[src/design/rdp2p_pkg.sv]
// rdp2p_pkg: types and constants shared by the peak-to-peak ring detector
// no dependencies; used by every module in the design folder
package rdp2p_pkg;

    typedef logic [1:0] cfg_index_t;

    localparam cfg_index_t REG_EVAL_PERIOD   = 2'd0;
    localparam cfg_index_t REG_AMP_THRESHOLD = 2'd1;
    localparam cfg_index_t REG_SILENCE_TMO   = 2'd2;
    localparam cfg_index_t REG_COUNT_THRESH  = 2'd3;

    localparam logic [15:0] EVAL_PERIOD_RST   = 16'd100;
    localparam logic [9:0]  AMP_THRESHOLD_RST = 10'd205;
    localparam logic [15:0] SILENCE_TMO_RST   = 16'd2000;
    localparam logic [7:0]  COUNT_THRESH_RST  = 8'd5;

    localparam logic [9:0] ADC_FULL  = 10'd1023;
    localparam logic [8:0] COUNT_MAX = 9'd511;

    typedef struct packed {
        logic [15:0] eval_period_ms;
        logic [9:0]  amplitude_threshold;
        logic [15:0] silence_timeout_ms;
        logic [7:0]  count_threshold;
    } cfg_t;

    typedef struct packed {
        logic [9:0]  peak_max;
        logic [9:0]  peak_min;
        logic [31:0] last_eval_time;
        logic [31:0] last_loud_time;
        logic [8:0]  loud_count;
    } state_t;

    typedef struct packed {
        logic ringing;
        logic evaluated;
    } eval_flags_t;

endpackage

[src/design/rdp2p_cfg.sv]
// rdp2p_cfg: configuration register bank of the ring detector
// depends on rdp2p_pkg
module rdp2p_cfg
(
    input  logic                  clk,
    input  logic                  rst_n,
    input  logic                  cfg_we,
    input  rdp2p_pkg::cfg_index_t cfg_index,
    input  logic [15:0]           cfg_data,
    output rdp2p_pkg::cfg_t       cfg
);

    rdp2p_pkg::cfg_t cfg_reg;

    always_ff @(posedge clk or negedge rst_n)
    begin
        if (!rst_n)
        begin
            cfg_reg.eval_period_ms      <= rdp2p_pkg::EVAL_PERIOD_RST;
            cfg_reg.amplitude_threshold <= rdp2p_pkg::AMP_THRESHOLD_RST;
            cfg_reg.silence_timeout_ms  <= rdp2p_pkg::SILENCE_TMO_RST;
            cfg_reg.count_threshold     <= rdp2p_pkg::COUNT_THRESH_RST;
        end
        else if (cfg_we)
        begin
            case (cfg_index)
                rdp2p_pkg::REG_EVAL_PERIOD:   cfg_reg.eval_period_ms      <= cfg_data;
                rdp2p_pkg::REG_AMP_THRESHOLD: cfg_reg.amplitude_threshold <= cfg_data[9:0];
                rdp2p_pkg::REG_SILENCE_TMO:   cfg_reg.silence_timeout_ms  <= cfg_data;
                rdp2p_pkg::REG_COUNT_THRESH:  cfg_reg.count_threshold     <= cfg_data[7:0];
                default:
                begin
                end
            endcase
        end
    end

    assign cfg = cfg_reg;

endmodule

[src/design/rdp2p_eval.sv]
// rdp2p_eval: combinational update of tracker, timers and loud-window count
// depends on rdp2p_pkg
module rdp2p_eval
(
    input  rdp2p_pkg::cfg_t        cfg,
    input  rdp2p_pkg::state_t      state,
    input  logic                   req_type,
    input  logic [9:0]             adc_sample,
    input  logic [31:0]            now_ms,
    output rdp2p_pkg::state_t      state_next,
    output rdp2p_pkg::eval_flags_t flags
);

    logic [9:0]  max_upd;
    logic [9:0]  min_upd;
    logic [31:0] since_eval;
    logic [31:0] since_loud;
    logic        due;
    logic [9:0]  spread;
    logic        loud;
    logic        quiet_expired;
    logic [8:0]  count_win;

    always_comb
    begin
        max_upd       = (adc_sample > state.peak_max) ? adc_sample : state.peak_max;
        min_upd       = (adc_sample < state.peak_min) ? adc_sample : state.peak_min;
        since_eval    = now_ms - state.last_eval_time;
        since_loud    = now_ms - state.last_loud_time;
        due           = since_eval >= {16'd0, cfg.eval_period_ms};
        spread        = (min_upd > max_upd) ? 10'd0 : (max_upd - min_upd);
        loud          = spread > cfg.amplitude_threshold;
        quiet_expired = since_loud > {16'd0, cfg.silence_timeout_ms};

        // count after the window verdict, before the ringing test
        if (loud)
            count_win = (state.loud_count < rdp2p_pkg::COUNT_MAX)
                        ? state.loud_count + 9'd1 : state.loud_count;
        else if (quiet_expired)
            count_win = 9'd0;
        else
            count_win = state.loud_count;

        state_next    = state;
        flags.ringing = 1'b0;
        flags.evaluated = 1'b0;

        if (req_type)
        begin
            // dtmf event only clears the count
            state_next.loud_count = 9'd0;
        end
        else if (due)
        begin
            flags.evaluated           = 1'b1;
            state_next.last_eval_time = now_ms;
            state_next.peak_max       = 10'd0;
            state_next.peak_min       = rdp2p_pkg::ADC_FULL;
            if (loud)
                state_next.last_loud_time = now_ms;
            if (count_win > {1'b0, cfg.count_threshold})
            begin
                state_next.loud_count = 9'd0;
                flags.ringing         = 1'b1;
            end
            else
                state_next.loud_count = count_win;
        end
        else
        begin
            state_next.peak_max = max_upd;
            state_next.peak_min = min_upd;
        end
    end

endmodule

[src/design/ring_detector_peak_to_peak_unit.sv]
// ring_detector_peak_to_peak_unit: top level of the peak-to-peak ring detector
// depends on rdp2p_pkg, rdp2p_cfg and rdp2p_eval
//
// path: an accepted word waits in the input register, and its result is then
// registered in the result register, from which it shows on the output
// throughput: one word per cycle unless the output stalls; the tracker, timer
// compares and count update all sit between the input register and the result register
// reset: configuration returns to its defaults, tracker, timers and count clear
module ring_detector_peak_to_peak_unit
(
    input  logic                  clk,
    input  logic                  rst_n,

    // configuration write port
    input  logic                  cfg_we,
    input  rdp2p_pkg::cfg_index_t cfg_index,
    input  logic [15:0]           cfg_data,

    // input channel
    input  logic                  in_valid,
    output logic                  in_stall,
    input  logic                  req_type,
    input  logic [9:0]            adc_sample,
    input  logic [31:0]           now_ms,

    // output channel
    output logic                  out_valid,
    input  logic                  out_stall,
    output logic                  ringing,
    output logic [8:0]            ring_count
);

    rdp2p_pkg::cfg_t        cfg;
    rdp2p_pkg::state_t      state_reg;
    rdp2p_pkg::state_t      state_next;
    rdp2p_pkg::eval_flags_t flags;

    // input register stage
    logic        s1_valid_reg;
    logic        s1_req_reg;
    logic [9:0]  s1_sample_reg;
    logic [31:0] s1_now_reg;

    // result register stage
    logic        out_valid_reg;
    logic        ringing_reg;
    logic [8:0]  ring_count_reg;

    logic        advance;
    logic        s1_load;

    // result register frees up when empty or being taken this cycle
    assign advance  = !out_valid_reg || !out_stall;
    // input register takes a word when empty or handing its word on
    assign s1_load  = !s1_valid_reg || advance;
    assign in_stall = !s1_load;

    rdp2p_cfg u_cfg
    (
        .clk       (clk),
        .rst_n     (rst_n),
        .cfg_we    (cfg_we),
        .cfg_index (cfg_index),
        .cfg_data  (cfg_data),
        .cfg       (cfg)
    );

    // next state is computed from the word sitting in the input register
    rdp2p_eval u_eval
    (
        .cfg        (cfg),
        .state      (state_reg),
        .req_type   (s1_req_reg),
        .adc_sample (s1_sample_reg),
        .now_ms     (s1_now_reg),
        .state_next (state_next),
        .flags      (flags)
    );

    // input register control
    always_ff @(posedge clk or negedge rst_n)
    begin
        if (!rst_n)
            s1_valid_reg <= 1'b0;
        else if (s1_load)
            s1_valid_reg <= in_valid;
    end

    // input register payload, no reset needed
    always_ff @(posedge clk)
    begin
        if (s1_load && in_valid)
        begin
            s1_req_reg    <= req_type;
            s1_sample_reg <= adc_sample;
            s1_now_reg    <= now_ms;
        end
    end

    // detector state commits when its word moves into the result register
    always_ff @(posedge clk or negedge rst_n)
    begin
        if (!rst_n)
        begin
            state_reg.peak_max       <= 10'd0;
            state_reg.peak_min       <= rdp2p_pkg::ADC_FULL;
            state_reg.last_eval_time <= 32'd0;
            state_reg.last_loud_time <= 32'd0;
            state_reg.loud_count     <= 9'd0;
        end
        else if (advance && s1_valid_reg)
            state_reg <= state_next;
    end

    // result register control
    always_ff @(posedge clk or negedge rst_n)
    begin
        if (!rst_n)
            out_valid_reg <= 1'b0;
        else if (advance)
            out_valid_reg <= s1_valid_reg;
    end

    // result register payload
    always_ff @(posedge clk)
    begin
        if (advance && s1_valid_reg)
        begin
            ringing_reg    <= flags.ringing;
            ring_count_reg <= state_next.loud_count;
        end
    end

    assign out_valid  = out_valid_reg;
    assign ringing    = ringing_reg;
    assign ring_count = ring_count_reg;

    // input side only backs up when both stages hold words and the output stalls
    a_stall_cause : assert property (@(posedge clk) disable iff (!rst_n)
        in_stall |-> (s1_valid_reg && out_valid_reg && out_stall))
        else $error("input stall without a full pipeline");

    // a dtmf word leaves the count clear
    a_dtmf_clear : assert property (@(posedge clk) disable iff (!rst_n)
        (advance && s1_valid_reg && s1_req_reg) |=> (state_reg.loud_count == 9'd0))
        else $error("dtmf word did not clear the count");

    // every evaluation empties the tracker
    a_tracker_clear : assert property (@(posedge clk) disable iff (!rst_n)
        (advance && s1_valid_reg && flags.evaluated)
        |=> (state_reg.peak_max == 10'd0 && state_reg.peak_min == rdp2p_pkg::ADC_FULL))
        else $error("tracker not cleared after evaluation");

    // a ringing report always comes with a cleared count
    a_ring_count : assert property (@(posedge clk) disable iff (!rst_n)
        (out_valid_reg && ringing_reg) |-> (ring_count_reg == 9'd0))
        else $error("ringing reported with a non-zero count");

endmodule
[config.mk]
export PLATFORM = sky130hd
export DESIGN_NAME = ring_detector_peak_to_peak_unit
export DESIGN_NICKNAME = d
export VERILOG_FILES = /design/src/design/rdp2p_pkg.sv /design/src/design/rdp2p_cfg.sv /design/src/design/rdp2p_eval.sv /design/src/design/ring_detector_peak_to_peak_unit.sv
export SDC_FILE = /design/constraint.sdc
export NUM_CORES = 1
export LEC_CHECK = 0
export ABC_AREA = 0
export BUFFER_PORTS_ARGS = -buffer_cell sky130_fd_sc_hd__buf_2
export CAP_MARGIN = 25
export CORE_ASPECT_RATIO = 0.75
export CORE_MARGIN = 2
export CORE_UTILIZATION = 30
export DETAILED_ROUTE_END_ITERATION = 6
export GPL_ROUTABILITY_DRIVEN = 0
export PLACE_DENSITY = 0.47
export SLEW_MARGIN = 30
export SYNTH_ARGS = -nofsm -noshare
export SYNTH_HDL_FRONTEND = slang
export SYNTH_SLANG_ARGS = --single-unit
[constraint.sdc]
create_clock -name clk -period 13.11 [get_ports clk]
set_clock_uncertainty 0.2 [all_clocks]
set_input_delay 0 -clock clk [delete_from_list [all_inputs] [get_ports clk]]
set_output_delay 0 -clock clk [all_outputs]
set_load 0.01 [all_outputs]
# After elaboration in Yosys (flattened, before gate mapping)
# Cells that the tools add are included.
# op_classes
mux	11
n_addsub	4
reduce_logical	17
bitwise_logic	2
n_lt_le_gt_ge	8
n_eq_ne	3
# ops
cell	count
$sub 32x32->32	2
$mux 9	6
$ge 32x16->1	1
$gt 32x16->1	1
$gt 10x10->1	3
$mux 10	3
$mux 20	1
$lt 10x10->1	1
$reduce_and 2->1	5
$sub 10x10->10	1
$add 9x1->9 const B	1
$gt 9x8->1	1
$lt 9x9->1 const B	1
$eq 2x2->1 const B	2
$logic_not 1->1	4
$reduce_and 4->1	1
$reduce_and 3->1	1
$eq 2x1->1 const B	1
$logic_and 1x1->1	2
$logic_not 2->1	1
$logic_or 1x1->1	2
$not 1->1	2
$reduce_or 2->1	1
$mux 1	1
# word_totals
register_bits	198
word_cells	61
output_inout_bits	12
input_bits	66

# Longest topological paths before layout
# Gate-level depths: netlist of the first run.
# logic_depth
depth_word	10
ltp_mapped	44

# By module
# Synthesis of the first run repeated with hierarchy kept, for this count alone.
# unflattened
cells_unflattened	1615
hier_area_um2	15916.5
# by_module_without_submodules
module	cells_per_inst	instances	seq_area_each_um2	area_each_um2
rdp2p_eval	1251	1	0.0	8557.0
ring_detector_peak_to_peak_unit	257	1	3981.3	5455.2
rdp2p_cfg	107	1	1271.2	1904.3

# Worst setup path before layout of the first run
# Ideal clock, no wire load.
# synth_timing
path_type	reg-to-reg
startpoint	reg state_reg[80] (netlist bit)
endpoint	reg ring_count_reg[6], in the netlist ring_count[6] (data pin)
path_stages_with_launch	42
arrival_ns	7.822
n_path_buf	2
path_slack_ns	4.957
synth_period_minus_slack_ns	8.153
path_cell_list	dfstp_2 inv_1 ha_1 a21o_1 a21o_1 a21oi_1 o31a_1 clkbuf_1 buf_1 a21oi_1 ha_1 nor2b_1 o21ai_0 nand2b_1 o21ai_0 a21oi_1 o41ai_1 o21a_1 (+6 left out) a21oi_1 a21oi_1 nand4_1 nor4_4 nand2_1 o21ai_0 ha_1 nor2b_1 o21a_1 o21ai_0 nand2b_1 a21oi_1 nor2b_1 o21ai_0 a21oi_1 a211o_2 nor3_2 a22o_1
# synth_lines
item	line_no	source
start: declaration	ring_detector_peak_to_peak_unit.sv:34	rdp2p_pkg::state_t state_reg;
start signal: assignment	ring_detector_peak_to_peak_unit.sv:112	state_reg <= state_next;
end signal: assignment	ring_detector_peak_to_peak_unit.sv:130	ring_count_reg <= state_next.loud_count;
end: declaration	ring_detector_peak_to_peak_unit.sv:47	logic [8:0] ring_count_reg;

==> flow_summary_export.csv, run 1 <==
group,metric,value,unit
finish,largest_reg_flops,93,
cts,cts_buffers,17,
timing,slew_viol_final,0,
finish,fillers,4526,
setup_path,r2r_start,"s1_sample_reg[9]",
cts,clockBufferDepth,2,
logic_synthesis,synthArstFlopShare,73.2,%
floorplanning,row_count,67,
drt,drt_iter0_drc,801,
floorplanning,die_h,189,um
logic_synthesis,ys_types,83,
drt,ant_nets,0,
timing,hold_violations,1,
setup_path,endpoint_kind,"flop",
timing,fmax,0.105,GHz
logic_synthesis,yosys_warnings,0,
pwr,p_leak,7.04,nW
finish,fin_cells,2197,
finish,seq_area,5250,um^2
grt,globalRouteTotalUtil,16.9,%
timing,fin_hold_ws,-0.00360,ns
cts,clk_pin_slew,0.08,ns
timing,layout_min_cycle_time,9.51,ns
finish,multiInputGateArea,7700,um^2
logic_synthesis,synth_fp_nets,1674,
floorplanning,core,44800,um^2
setup_path,slowest_stage,"nor2_1",
setup_path,ff2ff_path_depth,39,
cts,cts_tree,"built",
grt,grt_pass1_vias,10639,
drt,totalWireLength,39.7,mm
timing,max_slew_margin,40.0,%
run,drv_cap,0,
setup_path,crit_fanout,9,
drt,routedWlPerCell,18.1,um
timing,rsz0062_at_grt,"false",
setup_path,critical_path_class,"reg2reg",
timing,fin_crit_sh,72.6,%
grt,antenna_found_initial,0,
floorplanning,io_pins,78,
placed_design,dp_hpwl,29.7,mm
cts,clkLatencyLatePin,0.46,ns
grt,overflow,0,
setup_path,critPathMaxStageDelay,0.70,ns
logic_synthesis,syn_area,13700,um^2
grt,grt_max_degree,80,
drt,via_per_inst,5.13,
drt,num_vias,11264,
cts,cts.sink_count,198,
setup_path,start_kind,"flop",
pwr,power_density,168,nW/um^2
logic_synthesis,synth-edff-count,53,
pwr,vdd_drop_max,0.0761,mV
placed_design,dp.cells,2090,
timing,tightest_slew,0.897,ns
logic_synthesis,synthFlopType,"dfrtp_1",
setup_path,cp_data_arrival_time,9.64,ns
placed_design,port_buffers,77,
setup_path,reg2reg_to,"ring_count[1]",
floorplanning,fp.dieW,251,um
setup_path,cp.required,13.24,ns
logic_synthesis,yosysSeqAreaShare,38.3,%
timing,finalSetupTns,0,ns
setup_path,r2r_setup_slack,3.60,ns
run_status,violations,"hold timing",
cts,h-tree-depth,4,
grt,grt_pass1_wl,62.2,mm
logic_synthesis,syn_inst,1464,
floorplanning,dieArea,47400,um^2
logic_synthesis,avgSynthCellArea,9.36,um^2
cts,root_buffer,"clkbuf_16",
drt,drt-pass1-iter-count,5,
floorplanning,start_util,30.5,%
logic_synthesis,ys_ff_latch,198,
finish,syn_to_final_growth,17.3,%
finish,postLayoutCellArea,16100,um^2
worst_hold_path,hold_class,"in2async",
finish,nets,1807,
placed_design,placed_area,14700,um^2
pwr,p_total,0.00271,W
run_status,status,"finished, violations left",
drt,drc_errors,0,
finish,drive_gt1_share,14.9,%
timing,setup_viol,0,
worst max path at each step:
stage,startpoint,endpoint,slack (ns),cells past startpoint
final,s1_sample_reg[9],ring_count[1],3.60,39
after global routing,s1_sample_reg[9],ring_count[1],2.81,39
after CTS,s1_sample_reg[9],ring_count[1],3.65,39
after detailed placement,s1_sample_reg[9],ring_count[1],3.73,39
after global placement,s1_sample_reg[9],ring_count[5],3.84,39
after floorplan,state_reg[80],ring_count[6],4.96,41
cell type report:
type                    instances  area share, %
multi-input cells            1068           47.9
flip-flops and latches        198           32.7
repair buffers                160           7.50
well taps                     586           4.56
inverters                     152           3.55
clock buffers                  19           2.69
clock inverters                13           1.12
diodes                          1         0.0156
synth_stat cells (7+ instances only):
library cell | n | share of area, %
a22o_1 | 17 | 1.1
mux2_2 | 77 | 6.3
xnor2_1 | 27 | 1.7
nor2b_1 | 13 | 0.59
a21oi_1 | 107 | 3.9
a211oi_1 | 11 | 0.60
nand2b_1 | 20 | 0.91
nor2_1 | 92 | 2.5
o21ai_0 | 117 | 4.3
clkbuf_1 | 24 | 0.66
nand2_1 | 98 | 2.7
edfxtp_1 | 53 | 12
o31ai_1 | 8 | 0.44
o21a_1 | 17 | 0.93
nand4_1 | 24 | 1.1
a31oi_1 | 14 | 0.64
or3_1 | 7 | 0.32
dfstp_2 | 26 | 5.0
inv_1 | 152 | 4.2
o211ai_1 | 13 | 0.71
o21ai_1 | 16 | 0.58
dfrtp_1 | 119 | 22
buf_2 | 14 | 0.51
nand3_1 | 60 | 2.2
a21o_1 | 30 | 1.6
ha_1 | 141 | 13
xor2_1 | 21 | 1.3
nor3_1 | 17 | 0.62
where the power goes:
part | internal [W] | switching, W
Clock | 0.000292 | 0.000272
Combinational | 0.000549 | 0.000778
Sequential | 0.000754 | 0.0000617
Total | 0.00160 | 0.00111
routing by layer:
| metal | part of all wire (%) | global-route usage [%] |
|---|---|---|
| met5 | 0 | 0 |
| met4 | 1.6 | 4.12 |
| met3 | 4.1 | 3.04 |
| met2 | 40 | 23.9 |
| met1 | 54 | 26.3 |
cells in the final DEF, fill, tap and decap left out, types with 73 or more instances in the layout:
cell type	instances
ha_1	141
buf_2	76
inv_1	152
nor2_1	91
dfrtp_1	119
dlygate4sd3_1	73
mux2_2	77
a21oi_1	107
o21ai_0	117
nand2_1	98
worst max-delay path: cells and delay by family (launching register included):
kind	cells	cell delay, ns
flip-flops	1	0.45
AND/OR/NAND/NOR	14	2.98
AO/OA/AOI/OAI	20	3.97
adder cells (fa/ha/maj)	4	1.33
multiplexers	1	0.44
stage by stage:
step                setup slack [ns]  util [%]
floorplan                       4.96         -
global placement                3.84      32.8
detailed placement              3.73      32.8
CTS                             3.65      35.8
global route                    2.81      35.8
finish                          3.60      35.8
cells by family after synthesis:
group	count (synthesis)	synth area share, %
AO/OA/AOI/OAI	418	19.3
AND/OR/NAND/NOR	373	13.4
buffers and inverters	198	5.64
flip-flops	198	38.3
adder cells (fa/ha/maj)	145	13.4
multiplexers	84	6.85
XOR/XNOR	48	3.07
repair_timing:
item | in CTS | in global routing
setup buffers | 0 | 0
hold buffers | 73 | 0
endpoints found under the setup margin | 0 | 0
hold endpoints to repair | 173 | 0
resized for setup | 0 | 0
Note: power is estimated with default switching activity, not from simulation.
==> inputs of run 2 (changes only) <==
PLACE_DENSITY = 0.49   (was 0.47)
clock period = 8.6 ns   (was 13.11 ns; I/O delays follow)
==> run 2 against run 1 <==
  * The run now ends clean
  * Highest routed layer unchanged
  * Register-to-register slack got worse by 3.0 ns
  * Clock-buffer cell count fell by 2
  * Cell count rose by 1.4%
  * Largest power group unchanged
  * Fmax rose by 18%
  * Routed wire length fell by 2.1%
  * Sequential share of layout area fell by 0.67 points
==> flow_summary_export.csv, run 2 (same netlist as run 1, synthesis figures left out) <==
group,metric,value,unit
grt,grt_max_degree,90,
placed_design,placed_area,14800,um^2
worst_hold_path,hold-path-endpoint,"s1_now_reg[9]",
drt,ant_nets,0,
finish,postLayoutCellArea,16400,um^2
drt,num_vias,11405,
timing,finalSetupTns,0,ns
finish,drive_gt1_share,16.6,%
pwr,vdd_drop_max,0.117,mV
setup_path,endpoint_kind,"flop",
setup_path,setup.worst_path.start,"s1_sample_reg[7]",
floorplanning,core,44800,um^2
grt,grt_pass1_wl,61.6,mm
setup_path,reg2reg_to,"ring_count[2]",
finish,nets,1839,
floorplanning,fp.dieW,251,um
placed_design,dp_hpwl,29.3,mm
drt,routedWlPerCell,17.4,um
setup_path,start_kind,"flop",
pwr,combPwrFrac,49.3,%
timing,fin_crit_sh,93.4,%
grt,overflow,0,
run,drv_cap,0,
timing,rsz0062_at_grt,"false",
setup_path,r2r_start,"s1_sample_reg[7]",
pwr,internal_power,0.00243,W
finish,syn_to_final_growth,19.8,%
setup_path,critPathMaxStageDelay,0.49,ns
drt,drt_iter0_drc,861,
worst_hold_path,min_path_cells,2,
pwr,p_switching,0.00172,W
floorplanning,start_util,30.5,%
floorplanning,io_pins,78,
floorplanning,dieArea,47400,um^2
grt,globalRouteTotalUtil,16.6,%
finish,n_antenna_cell,0,
setup_path,r2r_setup_slack,0.57,ns
placed_design,port_buffers,77,
timing,setup_viol,0,
setup_path,slowest_stage,"edfxtp_1",
drt,drt-pass1-iter-count,5,
cts,clockBufferDepth,2,
drt,drc_errors,0,
worst_hold_path,hold_class,"in2reg",
setup_path,cp_num_buf_inv,2,
setup_path,cp.required,8.74,ns
drt,via_per_inst,5.12,
placed_design,dp.cells,2105,
cts,cts_buffers,17,
finish,largest_reg_flops,93,
finish,utilization,36.6,%
cts,root_buffer,"clkbuf_16",
pwr,p_leak,7.20,nW
worst_hold_path,worstHoldStart,"now_ms[9]",
timing,tightest_slew,0.817,ns
finish,final_common_cell,"inv_1",
timing,setup_slack,0.566,ns
cts,h-tree-depth,4,
timing,slew_viol_final,0,
placed_design,dp_slack,0.252,ns
setup_path,crit_family,"compound AO/OA/AOI/OAI gates",
floorplanning,row_count,67,
timing,hold_violations,0,
drt,totalWireLength,38.8,mm
grt,grt_pass1_vias,10934,
floorplanning,die_h,189,um
cts,clkLatencyLatePin,0.47,ns
timing,layout_min_cycle_time,8.03,ns
grt,antenna_found_initial,0,
finish,final_cell_mix,"inv_1 (152), ha_1 (140), dfrtp_1 (119)",
cts,cts.sink_count,198,
pwr,switching_share,41.4,%
pwr,power_density,253,nW/um^2
setup_path,critical_path_class,"reg2reg",
setup_path,ff2ff_path_depth,43,
cts,cts_tree,"built",
setup_path,cp_data_arrival_time,8.17,ns
timing,max_slew_margin,45.1,%
setup_path,crit_fanout,8,
cts,clk_pin_slew,0.08,ns
pwr,p_seq_share,29.9,%
timing,fmax,0.124,GHz
pwr,p_clk_share,20.8,%
finish,fin_cells,2228,
run_status,status,"finished clean",
run 2: cell types whose count changed in the layout (fill, tap and decap cells not counted), sizes merged:
cell and delta:
clkinvlp -1, diode -1, clkbuf -1, dlygate4sd3 +13
bufinv -1, buf +18, clkinv +3, inv +1
run 2: worst max-delay path by stage:
stage                    endpoint  depth (start not counted)
global route        ring_count[5]                         43
detailed placement  ring_count[5]                         40
global placement    ring_count[5]                         40
CTS                 ring_count[5]                         40
floorplan           ring_count[6]                         41
finish              ring_count[2]                         43
run 2: layer usage:
metal	GRT usage, %	part of all wire, %	up-vias
met5	0	0	-
met4	3.66	0.98	0
met3	2.31	3.8	23
met2	23.9	41	228
met1	26.1	54	5532
li1	-	-	5622
run 2: metrics by stage:
| step | hold slack, ns | power, W |
|---|---|---|
| floorplan | -0.496 | 0.00273 |
| global placement | -0.0572 | 0.00323 |
| detailed placement | -0.0494 | 0.00325 |
| CTS | 0.000354 | 0.00417 |
| global route | 0.0173 | 0.00450 |
| finish | 0.0337 | 0.00415 |
run 2: worst reg2reg max path, delay by kind of cell (launching register included):
kind,cells,cell delay (ns)
AO/OA/AOI/OAI,19,3.39
AND/OR/NAND/NOR,16,1.97
adder cells (fa/ha/maj),5,1.35
flip-flops,1,0.49
buffers and inverters,2,0.28
multiplexers,1,0.23
run 2: repair_timing:
action,CTS,global route
hold endpoints to repair,183,0
resized for setup,0,15
hold buffers,86,0
setup endpoints to repair,0,17
buffers inserted,0,4
run 2: cell type report:
type | instances | area [um^2]
Clock buffer | 17 | 425
Clock inverter | 15 | 200
Fill cell | 4496 | 28400
Inverter | 152 | 571
Multi-Input combinational cell | 1068 | 7750
Sequential cell | 198 | 5250
Tap cell | 586 | 733
Timing Repair Buffer | 192 | 1480
run 2: power by group through the flow:
stage	clock network (W)	registers [W]	logic [W]
2_1_floorplan	0	0.00123	0.00150
3_3_place_gp	0	0.00126	0.00198
3_5_place_dp	0	0.00126	0.00199
4_1_cts	0.000889	0.00124	0.00204
5_1_grt	0.000926	0.00126	0.00231
6_report	0.000863	0.00124	0.00204
==> inputs of run 3 (changes only) <==
CTS_CLUSTER_SIZE = 24   (was not set)
clock period = 7.1 ns   (was 8.6 ns; I/O delays follow)
==> run 3 against run 2 <==
  * The run now ends with setup timing left
  * Combinational power up 34%
  * Total power up 26%
  * First-iteration DRC count down 11%
  * Global-route usage up 0.91 points
  * Sequential share of layout area down 1.9 points
  * Routed wire length up 4.5%
  * Via count up 3.4%
  * Worst setup slack worse by 1.0 ns
  * Critical endpoint is now ring_count[7]
==> flow_summary_export.csv, run 3 (same netlist as run 1, synthesis figures left out) <==
group,metric,value,unit
finish,n_antenna_cell,0,
drt,drt_iter0_drc,767,
pwr,vdd_drop_max,0.194,mV
pwr,internal_power,0.00311,W
drt,drc_errors,0,
cts,h-tree-depth,4,
pwr,p_seq_share,28.6,%
pwr,power_density,301,nW/um^2
finish,largest_reg_flops,93,
timing,max_slew_margin,50.0,%
drt,totalWireLength,40.6,mm
drt,routedWlPerCell,17.3,um
grt,grt_max_degree,69,
drt,drt-pass1-iter-count,5,
worst_hold_path,hold_class,"in2reg",
drt,ant_nets,0,
floorplanning,core,44800,um^2
floorplanning,start_util,30.5,%
setup_path,ff2ff_path_depth,33,
timing,setup_viol,17,
timing,fin_crit_sh,106,%
cts,cts_buffers,17,
pwr,switching_share,40.6,%
setup_path,r2r_setup_slack,-0.45,ns
finish,syn_to_final_growth,27.2,%
cts,cts.sink_count,198,
grt,globalRouteTotalUtil,17.5,%
run,drv_cap,0,
finish,drive_gt1_share,23.7,%
cts,cts_tree,"built",
grt,overflow,0,
finish,nets,1960,
setup_path,setup.worst_path.start,"s1_now_reg[8]",
finish,final_cell_mix,"inv_1 (151), buf_4 (149), ha_1 (136)",
timing,fmax,0.132,GHz
setup_path,slowest_stage,"a2111oi_1",
grt,antenna_found_initial,1,
timing,hold_violations,0,
cts,clockBufferDepth,2,
floorplanning,dieArea,47400,um^2
timing,finalSetupTns,-7.38,ns
run_status,violations,"setup timing",
timing,rsz0062_at_grt,"true",
finish,fin_cells,2349,
cts,clk_pin_slew,0.08,ns
setup_path,r2r_start,"s1_now_reg[8]",
setup_path,cp_data_arrival_time,7.68,ns
setup_path,critPathMaxStageDelay,0.64,ns
setup_path,crit_end,"ring_count[7]",
timing,setup_slack,-0.448,ns
pwr,combPwrFrac,52.1,%
drt,via_per_inst,5.02,
drt,num_vias,11793,
placed_design,port_buffers,77,
finish,final_common_cell,"inv_1",
placed_design,dp_hpwl,30.7,mm
floorplanning,row_count,67,
worst_hold_path,worstHoldStart,"now_ms[6]",
pwr,p_total,0.00524,W
setup_path,crit_fanout,8,
timing,layout_min_cycle_time,7.55,ns
floorplanning,die_h,189,um
setup_path,start_kind,"flop",
grt,grt_pass1_wl,64.6,mm
setup_path,endpoint_kind,"flop",
setup_path,reg2reg_to,"ring_count[7]",
cts,root_buffer,"clkbuf_16",
floorplanning,fp.dieW,251,um
setup_path,cp.required,7.23,ns
floorplanning,io_pins,78,
run_status,status,"finished, violations left",
pwr,p_clk_share,19.2,%
timing,slew_viol_final,0,
cts,clkLatencyLatePin,0.47,ns
grt,grt_pass1_vias,11524,
pwr,p_leak,7.77,nW
timing,fin_hold_ws,0.0323,ns
placed_design,dp.cells,2212,
setup_path,critical_path_class,"reg2reg",
timing,tightest_slew,0.749,ns
pwr,p_switching,0.00213,W
## run 3: cell types whose count changed in the layout (fill, tap and decap cells not counted), moves of 4 or more
cell	before	now
a21oi_1	103	98
buf_4	28	149
clkinvlp_4	0	4
ha_1	140	136
o21ai_0	114	110
## run 3: worst max-delay path, delay by kind of cell (launching register included)
kind	cells	cell delay, ns
compound gates	17	3.78
xor+xnor	1	0.18
fa+ha+maj	3	0.94
buf+inv	3	0.60
flops	1	0.48
simple gates	9	1.23
## run 3: how the worst min path moves through the flow
stage / endpoint / slack [ns] / cells after the start
finish: s1_now_reg[6] / 0.03 / 2
global route: s1_now_reg[2] / 0.01 / 2
CTS: s1_sample_reg[0] / 0.004 / 2
detailed placement: state_reg[37] / -0.1 / 1
global placement: state_reg[37] / -0.1 / 1
floorplan: out_valid / -0.50 / 0
## run 3: layout make-up
class | count | area [um^2]
clock buffers | 17 | 425
clock inverters | 15 | 166
fillers | 4522 | 27400
inverters | 152 | 571
multi-input cells | 1068 | 7900
flip-flops and latches | 198 | 5250
well taps | 586 | 733
repair buffers | 313 | 2380
## run 3: repair_timing
| action | 4_1_cts | 5_1_grt |
|---|---|---|
| gates resized for setup | 20 | 13 |
| hold endpoints to repair | 172 | 0 |
| endpoints found under the setup margin | 17 | 17 |
| cloned | 0 | 0 |
| pin swaps | 15 | 11 |
| setup buffers | 18 | 3 |
| hold buffers | 84 | 0 |
## run 3: power by group through the flow
stage	logic, W	registers [W]	clock network, W
after floorplan	0.00182	0.00149	0
after global placement	0.00260	0.00151	0
after detailed placement	0.00262	0.00152	0
after CTS	0.00271	0.00150	0.00104
after global routing	0.00306	0.00153	0.00109
final	0.00273	0.00150	0.00101
## run 3: per-stage QoR
stage / setup WS [ns] / util, % / instance area, um^2
floorplan: -0.193 / - / 13800
global placement: -0.512 / 35.0 / 15700
detailed placement: -0.627 / 35.0 / 15700
CTS: -0.630 / 38.6 / 17300
global route: -0.971 / 38.8 / 17400
finish: -0.448 / 38.8 / 17400
## run 3: metal layers
metal	share of wire [%]	global-route usage (%)
met5	0	0
met4	1.8	4.49
met3	4.5	3.41
met2	39	24.6
met1	54	27.1
